==> src/hdl/gce_pkg.sv <==
// ----------------------------------------------------------------------------
// gce_pkg
// types and constants of the glyph color expansion blitter
// ----------------------------------------------------------------------------
`default_nettype none

package gce_pkg;

  // default glyph size limit and fixed pixel format
  localparam int MaxGlyphDim   = 64;
  localparam int BytesPerPixel = 3;
  localparam int BitsPerByte   = 8;

  // field widths
  localparam int CoordW = 12;
  localparam int SizeW  = 7;
  localparam int ColorW = 24;
  localparam int AddrW  = 32;
  localparam int CfgW   = 32;
  localparam int CfgIdxW = 2;

  // configuration register indexes
  localparam logic [CfgIdxW-1:0] CFG_FB_BASE       = 2'd0;
  localparam logic [CfgIdxW-1:0] CFG_SCREEN_WIDTH  = 2'd1;
  localparam logic [CfgIdxW-1:0] CFG_SCREEN_HEIGHT = 2'd2;

  // configuration reset values
  localparam logic [CoordW-1:0] ScreenWidthRst  = 12'd640;
  localparam logic [CoordW-1:0] ScreenHeightRst = 12'd480;

  // input transaction
  typedef struct packed {
    logic [BitsPerByte-1:0] bitmap_byte;
    logic                   glyph_start;
    logic [CoordW-1:0]      glyph_x;
    logic [CoordW-1:0]      glyph_y;
    logic [SizeW-1:0]       glyph_width;
    logic [SizeW-1:0]       glyph_height;
    logic [ColorW-1:0]      glyph_color;
  } gce_in_t;

  // output transaction
  typedef struct packed {
    logic [AddrW-1:0]  pixel_addr;
    logic [ColorW-1:0] pixel_color;
    logic              last;
  } gce_out_t;

  // sequencer states
  typedef enum logic [1:0] {
    ST_IDLE,
    ST_MUL,
    ST_WALK,
    ST_DRAIN
  } gce_state_e;

endpackage

`default_nettype wire

==> src/hdl/glyph_color_expand_top.sv <==
// ----------------------------------------------------------------------------
// glyph_color_expand_top
// expands 1-bit glyph bitmap bytes into 24-bit framebuffer pixel writes
// ----------------------------------------------------------------------------
// One bitmap byte is taken at a time. After the byte is accepted the block
// forms the line offset (y times screen width) in its single 13x12
// multiplier, then walks the eight bits one per cycle, unless the output side
// stalls, through the shared address adder, then releases the final write,
// and takes the next byte in the cycle after that. The walk ends early when
// the glyph ends inside the byte and is skipped when no glyph is live. A set
// bit waits while the held write cannot move on because the output side
// stalls. At most one pixel write leaves per cycle. A write is held back one
// step so that the last write of each byte carries its last flag. The block
// takes the next byte while the final write of the previous one still waits
// in the output register. No clearing pass follows reset.
`default_nettype none

module glyph_color_expand_top
  import gce_pkg::*;
#(
  parameter int MAX_GLYPH_DIM = gce_pkg::MaxGlyphDim
) (
  input  wire logic               clk_i,
  input  wire logic               rst_ni,
  // configuration writes
  input  wire logic               cfg_we_i,
  input  wire logic [CfgIdxW-1:0] cfg_idx_i,
  input  wire logic [CfgW-1:0]    cfg_wdata_i,
  // bitmap bytes
  input  wire logic               in_valid_i,
  output logic                    in_ready_o,
  input  wire gce_in_t            in_data_i,
  // pixel writes
  output logic                    out_valid_o,
  input  wire logic               out_ready_i,
  output gce_out_t                out_data_o
);

  localparam int DimW  = $clog2(MAX_GLYPH_DIM + 1);
  localparam int PosW  = CoordW + 1;
  localparam int ProdW = PosW + CoordW;
  localparam int CntW  = $clog2(BitsPerByte);

  // configuration registers
  logic [AddrW-1:0]  fb_base_q;
  logic [CoordW-1:0] screen_width_q, screen_height_q;

  // sequencer and glyph state
  gce_state_e        state_q, state_d;
  logic              live_q, live_d;
  logic [DimW-1:0]   cur_row_q, cur_row_d, cur_col_q, cur_col_d;
  logic [CoordW-1:0] org_x_q, org_x_d, org_y_q, org_y_d;
  logic [DimW-1:0]   size_w_q, size_w_d, size_h_q, size_h_d;
  logic [ColorW-1:0] color_q, color_d;
  logic [BitsPerByte-1:0] bits_q, bits_d;
  logic [CntW-1:0]   bit_cnt_q, bit_cnt_d;
  logic [AddrW-1:0]  row_off_q, row_off_d;

  // held write and output register
  logic              hold_valid_q, hold_valid_d;
  logic [AddrW-1:0]  hold_addr_q, hold_addr_d;
  logic [ColorW-1:0] hold_color_q, hold_color_d;
  logic              out_valid_q, out_valid_d;
  gce_out_t          out_q, out_d;

  // datapath helpers
  logic [DimW-1:0]   w_clamp, h_clamp;
  logic              start_live;
  logic [PosW-1:0]   px, py;
  logic [ProdW-1:0]  prod;
  logic [AddrW-1:0]  lin, pix_addr;
  logic              hit, out_free;
  logic [DimW-1:0]   col_next, row_next;

  // configuration write port
  always_ff @(posedge clk_i or negedge rst_ni) begin
    if (!rst_ni) begin
      fb_base_q       <= '0;
      screen_width_q  <= ScreenWidthRst;
      screen_height_q <= ScreenHeightRst;
    end else if (cfg_we_i) begin
      unique case (cfg_idx_i)
        CFG_FB_BASE:       fb_base_q       <= cfg_wdata_i;
        CFG_SCREEN_WIDTH:  screen_width_q  <= cfg_wdata_i[CoordW-1:0];
        CFG_SCREEN_HEIGHT: screen_height_q <= cfg_wdata_i[CoordW-1:0];
        default: ;
      endcase
    end
  end

  // glyph size saturation and start check
  always_comb begin
    if (32'(in_data_i.glyph_width) > 32'(MAX_GLYPH_DIM)) begin
      w_clamp = DimW'(MAX_GLYPH_DIM);
    end else begin
      w_clamp = DimW'(in_data_i.glyph_width);
    end
    if (32'(in_data_i.glyph_height) > 32'(MAX_GLYPH_DIM)) begin
      h_clamp = DimW'(MAX_GLYPH_DIM);
    end else begin
      h_clamp = DimW'(in_data_i.glyph_height);
    end
    start_live = (w_clamp != '0) && (h_clamp != '0) &&
                 (in_data_i.glyph_x < screen_width_q) &&
                 (in_data_i.glyph_y < screen_height_q);
  end

  // shared address path: pixel position, line multiply, byte address
  assign px       = {1'b0, org_x_q} + PosW'(cur_col_q);
  assign py       = {1'b0, org_y_q} + PosW'(cur_row_q);
  assign prod     = py * {1'b0, screen_width_q};
  assign lin      = row_off_q + AddrW'(px);
  assign pix_addr = fb_base_q + lin * AddrW'(BytesPerPixel);
  assign hit      = live_q && bits_q[BitsPerByte-1] &&
                    (px < {1'b0, screen_width_q}) && (py < {1'b0, screen_height_q});
  assign out_free = !out_valid_q || out_ready_i;
  assign col_next = cur_col_q + DimW'(1);
  assign row_next = cur_row_q + DimW'(1);

  // state registers
  always_ff @(posedge clk_i or negedge rst_ni) begin
    if (!rst_ni) begin
      state_q      <= ST_IDLE;
      live_q       <= 1'b0;
      cur_row_q    <= '0;
      cur_col_q    <= '0;
      bit_cnt_q    <= '0;
      hold_valid_q <= 1'b0;
      out_valid_q  <= 1'b0;
    end else begin
      state_q      <= state_d;
      live_q       <= live_d;
      cur_row_q    <= cur_row_d;
      cur_col_q    <= cur_col_d;
      bit_cnt_q    <= bit_cnt_d;
      hold_valid_q <= hold_valid_d;
      out_valid_q  <= out_valid_d;
    end
  end

  // payload registers
  always_ff @(posedge clk_i) begin
    org_x_q      <= org_x_d;
    org_y_q      <= org_y_d;
    size_w_q     <= size_w_d;
    size_h_q     <= size_h_d;
    color_q      <= color_d;
    bits_q       <= bits_d;
    row_off_q    <= row_off_d;
    hold_addr_q  <= hold_addr_d;
    hold_color_q <= hold_color_d;
    out_q        <= out_d;
  end

  // sequencer: next state and datapath control
  always_comb begin
    state_d      = state_q;
    live_d       = live_q;
    cur_row_d    = cur_row_q;
    cur_col_d    = cur_col_q;
    org_x_d      = org_x_q;
    org_y_d      = org_y_q;
    size_w_d     = size_w_q;
    size_h_d     = size_h_q;
    color_d      = color_q;
    bits_d       = bits_q;
    bit_cnt_d    = bit_cnt_q;
    row_off_d    = row_off_q;
    hold_valid_d = hold_valid_q;
    hold_addr_d  = hold_addr_q;
    hold_color_d = hold_color_q;
    out_d        = out_q;
    out_valid_d  = out_valid_q;
    in_ready_o   = (state_q == ST_IDLE);

    // output transaction taken
    if (out_valid_q && out_ready_i) begin
      out_valid_d = 1'b0;
    end

    unique case (state_q)
      ST_IDLE: begin
        if (in_valid_i) begin
          bits_d    = in_data_i.bitmap_byte;
          bit_cnt_d = '0;
          if (in_data_i.glyph_start) begin
            org_x_d   = in_data_i.glyph_x;
            org_y_d   = in_data_i.glyph_y;
            size_w_d  = w_clamp;
            size_h_d  = h_clamp;
            color_d   = in_data_i.glyph_color;
            cur_row_d = '0;
            cur_col_d = '0;
            live_d    = start_live;
          end
          state_d = ST_MUL;
        end
      end

      // line offset of the current row
      ST_MUL: begin
        row_off_d = AddrW'(prod);
        state_d   = ST_WALK;
      end

      // one bitmap bit per cycle while the output side does not stall
      ST_WALK: begin
        if (!live_q) begin
          state_d = ST_DRAIN;
        end else if (!(hit && hold_valid_q && !out_free)) begin
          if (hit) begin
            if (hold_valid_q) begin
              out_d.pixel_addr  = hold_addr_q;
              out_d.pixel_color = hold_color_q;
              out_d.last        = 1'b0;
              out_valid_d       = 1'b1;
            end
            hold_valid_d = 1'b1;
            hold_addr_d  = pix_addr;
            hold_color_d = color_q;
          end
          bits_d    = bits_q << 1;
          bit_cnt_d = bit_cnt_q + CntW'(1);
          if (col_next >= size_w_q) begin
            cur_col_d = '0;
            cur_row_d = row_next;
            row_off_d = row_off_q + AddrW'(screen_width_q);
            if (row_next >= size_h_q) begin
              cur_row_d = '0;
              live_d    = 1'b0;
            end
          end else begin
            cur_col_d = col_next;
          end
          if (bit_cnt_q == CntW'(BitsPerByte - 1)) begin
            state_d = ST_DRAIN;
          end
        end
      end

      // release the held write as the last of this byte
      ST_DRAIN: begin
        if (!hold_valid_q) begin
          state_d = ST_IDLE;
        end else if (out_free) begin
          out_d.pixel_addr  = hold_addr_q;
          out_d.pixel_color = hold_color_q;
          out_d.last        = 1'b1;
          out_valid_d       = 1'b1;
          hold_valid_d      = 1'b0;
          state_d           = ST_IDLE;
        end
      end

      default: state_d = ST_IDLE;
    endcase
  end

  assign out_valid_o = out_valid_q;
  assign out_data_o  = out_q;

endmodule

`default_nettype wire

==> config.mk <==
export PLATFORM = sky130hd
export DESIGN_NAME = glyph_color_expand_top
export DESIGN_NICKNAME = d
export VERILOG_FILES = /design/src/hdl/gce_pkg.sv /design/src/hdl/glyph_color_expand_top.sv
export SDC_FILE = /design/constraint.sdc
export NUM_CORES = 1
export LEC_CHECK = 0
export ABC_AREA = 1
export CAP_MARGIN = 10
export CORE_MARGIN = 5
export CORE_UTILIZATION = 50
export DETAILED_ROUTE_END_ITERATION = 12
export DONT_BUFFER_PORTS = 1
export PLACE_DENSITY = 0.64
export SLEW_MARGIN = 20
export SYNTH_ARGS = -nofsm -noshare
export SYNTH_HDL_FRONTEND = slang
export SYNTH_SLANG_ARGS = --single-unit
export TNS_END_PERCENT = 30
==> constraint.sdc <==
create_clock -name clk_i -period 7.35 [get_ports clk_i]
set_clock_uncertainty 0.15 [all_clocks]
set_input_delay 0.3675 -clock clk_i [delete_from_list [all_inputs] [get_ports clk_i]]
set_output_delay 0.3675 -clock clk_i [all_outputs]
set_load 0.01 [all_outputs]
==> impl_metrics.prom <==
# TYPE chip_impl_metric gauge
chip_impl_metric{name="wl_per_cell",unit="um"} 18.16
chip_impl_metric{name="avgSynthCellArea",unit="um^2"} 9.100
chip_impl_metric{name="grt_antenna_before_repair",unit=""} 0
chip_impl_metric{name="finalNetCount",unit=""} 2995
chip_impl_metric{name="setup-violations-final",unit=""} 0
chip_impl_metric{name="initial_utilization",unit="%"} 50.27
chip_impl_metric{name="clk_latency",unit="ps"} 600
chip_impl_metric{name="overall_track_demand_over_capacity_in_global_routing",unit="%"} 24.07
chip_impl_metric{name="ff2ff_path_depth",unit=""} 27
chip_impl_metric{name="grt_overflow",unit=""} 0
chip_impl_metric{name="clock_tree.htree_level_count",unit=""} 1
chip_impl_metric{name="final_layout_size_suffix_gt1_share",unit="%"} 5.610
chip_impl_metric{name="synthArstFlopShare",unit="%"} 26.62
chip_impl_metric{name="fillerInstances",unit=""} 3908
chip_impl_metric{name="pin_count",unit=""} 169
chip_impl_metric{name="total_routed_length",unit="um"} 57370
chip_impl_metric{name="rows",unit=""} 77
chip_impl_metric{name="detail_route.drc_violations",unit=""} 0
chip_impl_info{name="postSynth.topFlopCell",value="sky130_fd_sc_hd__edfxtp_1"} 1
chip_impl_metric{name="hold_path_depth",unit=""} 4
chip_impl_metric{name="postSynthRegisterBits",unit=""} 293
chip_impl_metric{name="routedLengthMet1",unit="um"} 24830
chip_impl_metric{name="drt-initial-drc-count",unit=""} 1248
chip_impl_metric{name="ys_types",unit=""} 56
chip_impl_info{name="synthDominantAreaCellType",value="sky130_fd_sc_hd__edfxtp_1"} 1
chip_impl_metric{name="syn-cell-area",unit="um^2"} 22130
chip_impl_metric{name="route.met2.wl",unit="um"} 26570
chip_impl_metric{name="dr.pass1.iters",unit=""} 5
chip_impl_metric{name="cap_viol_max_count",unit=""} 0
chip_impl_metric{name="gpl.final_weighted_congestion",unit=""} 0.9064
chip_impl_metric{name="via_count_of_the_first_global_routing_pass",unit=""} 17510
chip_impl_metric{name="worst_slew_pin_slew",unit="ps"} 897.2
chip_impl_info{name="root_buffer",value="sky130_fd_sc_hd__clkbuf_16"} 1
chip_impl_info{name="cp-end-kind",value="flip-flop"} 1
chip_impl_info{name="run_status",value="complete, no violations"} 1
chip_impl_metric{name="synth_sequential_area_ratio",unit="%"} 38.03
chip_impl_metric{name="slew-limit-headroom",unit="%"} 40.19
chip_impl_metric{name="final_hold_viol_count",unit=""} 0
chip_impl_metric{name="area_growth",unit="%"} 12.45
chip_impl_metric{name="synthesis.yosys.warnings",unit=""} 0
chip_impl_metric{name="worst_setup_hold_path_clk_slew",unit="ps"} 70
chip_impl_metric{name="die_width",unit="um"} 220.4
chip_impl_metric{name="wl_met3",unit="um"} 4260
chip_impl_metric{name="yosysTopAreaCellShare",unit="%"} 29.17
chip_impl_metric{name="finalWorstPathRequiredPeriod",unit="ps"} 6929
chip_impl_metric{name="crit_arrival",unit="ps"} 7110
chip_impl_metric{name="critPathMaxFanout",unit=""} 8
chip_impl_metric{name="post_cts_setup_repair_bufs",unit=""} 0
chip_impl_metric{name="max_clock_freq",unit="MHz"} 144.3
chip_impl_info{name="synth_top_cells_by_area",value="sky130_fd_sc_hd__edfxtp_1, sky130_fd_sc_hd__fa_1, sky130_fd_sc_hd__ha_1"} 1
chip_impl_metric{name="drtAntennaViolNets",unit=""} 0
chip_impl_metric{name="mappedNetlistNets",unit=""} 2885
chip_impl_metric{name="antenna_cells",unit=""} 0
chip_impl_metric{name="finalHoldWorstSlack",unit="ps"} 52.06
chip_impl_metric{name="finalMaxSlewViolations",unit=""} 0
chip_impl_metric{name="fp.dieH",unit="um"} 220.4
chip_impl_metric{name="first_pass_grt_wire_length",unit="um"} 93210
chip_impl_metric{name="min_period_over_period",unit="%"} 94.27
chip_impl_metric{name="number_of_input_and_output_port_buffers_inserted",unit=""} 0
chip_impl_metric{name="dp_hpwl",unit="um"} 44450
chip_impl_metric{name="tritoncts_buffers",unit=""} 31
chip_impl_metric{name="clock-sinks",unit=""} 293
chip_impl_info{name="cp-start-kind",value="flip-flop"} 1
chip_impl_metric{name="final.setup.tns",unit="ps"} 0
chip_impl_info{name="rsz0062_at_grt",value="no"} 1
chip_impl_metric{name="grt_start_max_net_pins",unit=""} 79
chip_impl_metric{name="synth_edf_count",unit=""} 215
chip_impl_info{name="top_metal_layer_carrying_routed_signals",value="met4"} 1
chip_impl_metric{name="clock_tree.buffer_depth",unit=""} 3
chip_impl_metric{name="critPathRequiredTime",unit="ps"} 7530
chip_impl_info{name="criticalPathCategory",value="flip-flop to flip-flop"} 1
chip_impl_info{name="cts_tree",value="built"} 1
chip_impl_metric{name="core",unit="um^2"} 44030
chip_impl_metric{name="detailroute.via_count",unit=""} 17070
chip_impl_metric{name="die_outline_area",unit="um^2"} 48570
chip_impl_info{name="hp-class",value="input pin to flip-flop"} 1
chip_impl_metric{name="synthCells",unit=""} 2432
chip_impl_metric{name="route.detailed.vias_per_inst",unit=""} 5.404
## state kept, by name, indices dropped and copies added, names as in the netlist, 8 cells and up
name,count
screen_width_q,12
fb_base_q,32
hold_color_q,24
color_q,24
row_off_q,32
bits_q,8
org_y_q,12
out_data_o,57
screen_height_q,12
hold_addr_q,32
org_x_q,12
## metal layers
metal	up-vias	track usage [%]
li1	8177	-
met1	8211	32.95
met2	576	39.76
met3	106	3.954
met4	0	7.177
met5	-	0
## per-stage QoR
stage | setup WS (ps) | cell area, um^2 | cells | utilization, %
after floorplan | 923.1 | 22130 | 2432 | -
after global placement | 515.5 | 22800 | 2995 | 51.79
after detailed placement | 412.6 | 22800 | 2995 | 51.79
after CTS | 384.9 | 24870 | 3159 | 56.49
after global routing | 20.19 | 24890 | 3159 | 56.52
final | 421.1 | 24890 | 3159 | 56.52
## cell usage after synthesis, drive strengths merged, types with 11 or more instances
| library cell | instances |
|---|---|
| nor3 | 21 |
| nand3 | 92 |
| xnor2 | 27 |
| dfrtp | 72 |
| xor2 | 59 |
| or2 | 11 |
| nand4 | 41 |
| inv | 390 |
| o21ai | 136 |
| edfxtp | 215 |
| clkbuf | 26 |
| fa | 145 |
| nor2 | 210 |
| buf | 11 |
| a21oi | 155 |
| mux2 | 16 |
| nand2 | 541 |
| ha | 198 |
## critical path, cell delays in order, from the launching register on
cell and delay (ps):
sky130_fd_sc_hd__dfrtp_2 430, sky130_fd_sc_hd__ha_1 190, sky130_fd_sc_hd__inv_1 60, sky130_fd_sc_hd__fa_1 390, sky130_fd_sc_hd__nand3b_1 170, sky130_fd_sc_hd__nand2_1 150, sky130_fd_sc_hd__a21oi_1 100, sky130_fd_sc_hd__or2_1 250
sky130_fd_sc_hd__o21ai_1 120, sky130_fd_sc_hd__nand2_1 170, sky130_fd_sc_hd__inv_2 200, sky130_fd_sc_hd__nand2_1 110, sky130_fd_sc_hd__fa_1 570, sky130_fd_sc_hd__inv_1 50, sky130_fd_sc_hd__fa_1 510, sky130_fd_sc_hd__fa_1 440
sky130_fd_sc_hd__fa_1 540, sky130_fd_sc_hd__inv_1 50, sky130_fd_sc_hd__fa_1 520, sky130_fd_sc_hd__inv_1 40, sky130_fd_sc_hd__ha_1 400, sky130_fd_sc_hd__a21oi_1 250, sky130_fd_sc_hd__o21ai_0 150, sky130_fd_sc_hd__a21oi_1 160
sky130_fd_sc_hd__nand3_1 100, sky130_fd_sc_hd__or2_2 270, sky130_fd_sc_hd__nand3_1 70, sky130_fd_sc_hd__nand2_1 60
## layout by cell type, fill, tap and decap left out, types with 59 or more instances in the layout
master,instances
sky130_fd_sc_hd__a21oi_1,152
sky130_fd_sc_hd__dfrtp_1,71
sky130_fd_sc_hd__dlygate4sd3_1,105
sky130_fd_sc_hd__edfxtp_1,215
sky130_fd_sc_hd__fa_1,145
sky130_fd_sc_hd__ha_1,197
sky130_fd_sc_hd__inv_1,378
sky130_fd_sc_hd__nand2_1,528
sky130_fd_sc_hd__nand3_1,86
sky130_fd_sc_hd__nor2_1,201
sky130_fd_sc_hd__o21ai_0,125
sky130_fd_sc_hd__xor2_1,59
## cell type report
type / count / area (um^2) / share of cell area (%)
Inverter: 393 / 1479 / 5.943
Tap cell: 592 / 740.7 / 2.976
Clock buffer: 43 / 873.3 / 3.509
Clock inverter: 15 / 118.9 / 0.4776
Timing Repair Buffer: 114 / 1139 / 4.575
Sequential cell: 293 / 8417 / 33.82
Multi-Input combinational cell: 1709 / 12120 / 48.70
## kinds of logic after synthesis
| family | after synthesis | synth area share (%) |
|---|---|---|
| compound gates | 328 | 7.904 |
| xor+xnor | 86 | 3.403 |
| fa+ha+maj | 343 | 24.31 |
| buf+inv | 430 | 7.389 |
| flops | 293 | 38.03 |
| mux | 17 | 0.8593 |
| simple gates | 935 | 18.11 |
## path summary, 6_finish.rpt
path	from	to	slack (ps)
min in group asynchronous	rst_ni	fb_base_q[20]	240
max in group asynchronous	rst_ni	screen_height_q[6]	6410
worst min register to register	hold_addr_q[8]	out_data_o[33]	270
worst max-delay path	cur_row_q[0]	row_off_q[22]	420
worst min-delay path	in_data_i[30]	live_q	50
worst max register to register	cur_row_q[0]	row_off_q[22]	420
## what timing repair did
action | in CTS | in global routing
endpoints found under the setup margin | 0 | 9
hold endpoints to repair | 207 | 0
gates resized for setup | 0 | 6
hold buffers | 106 | 0
Power is not shown: default switching activity piles up to over one toggle a cycle in this logic, so the estimate is an artifact.
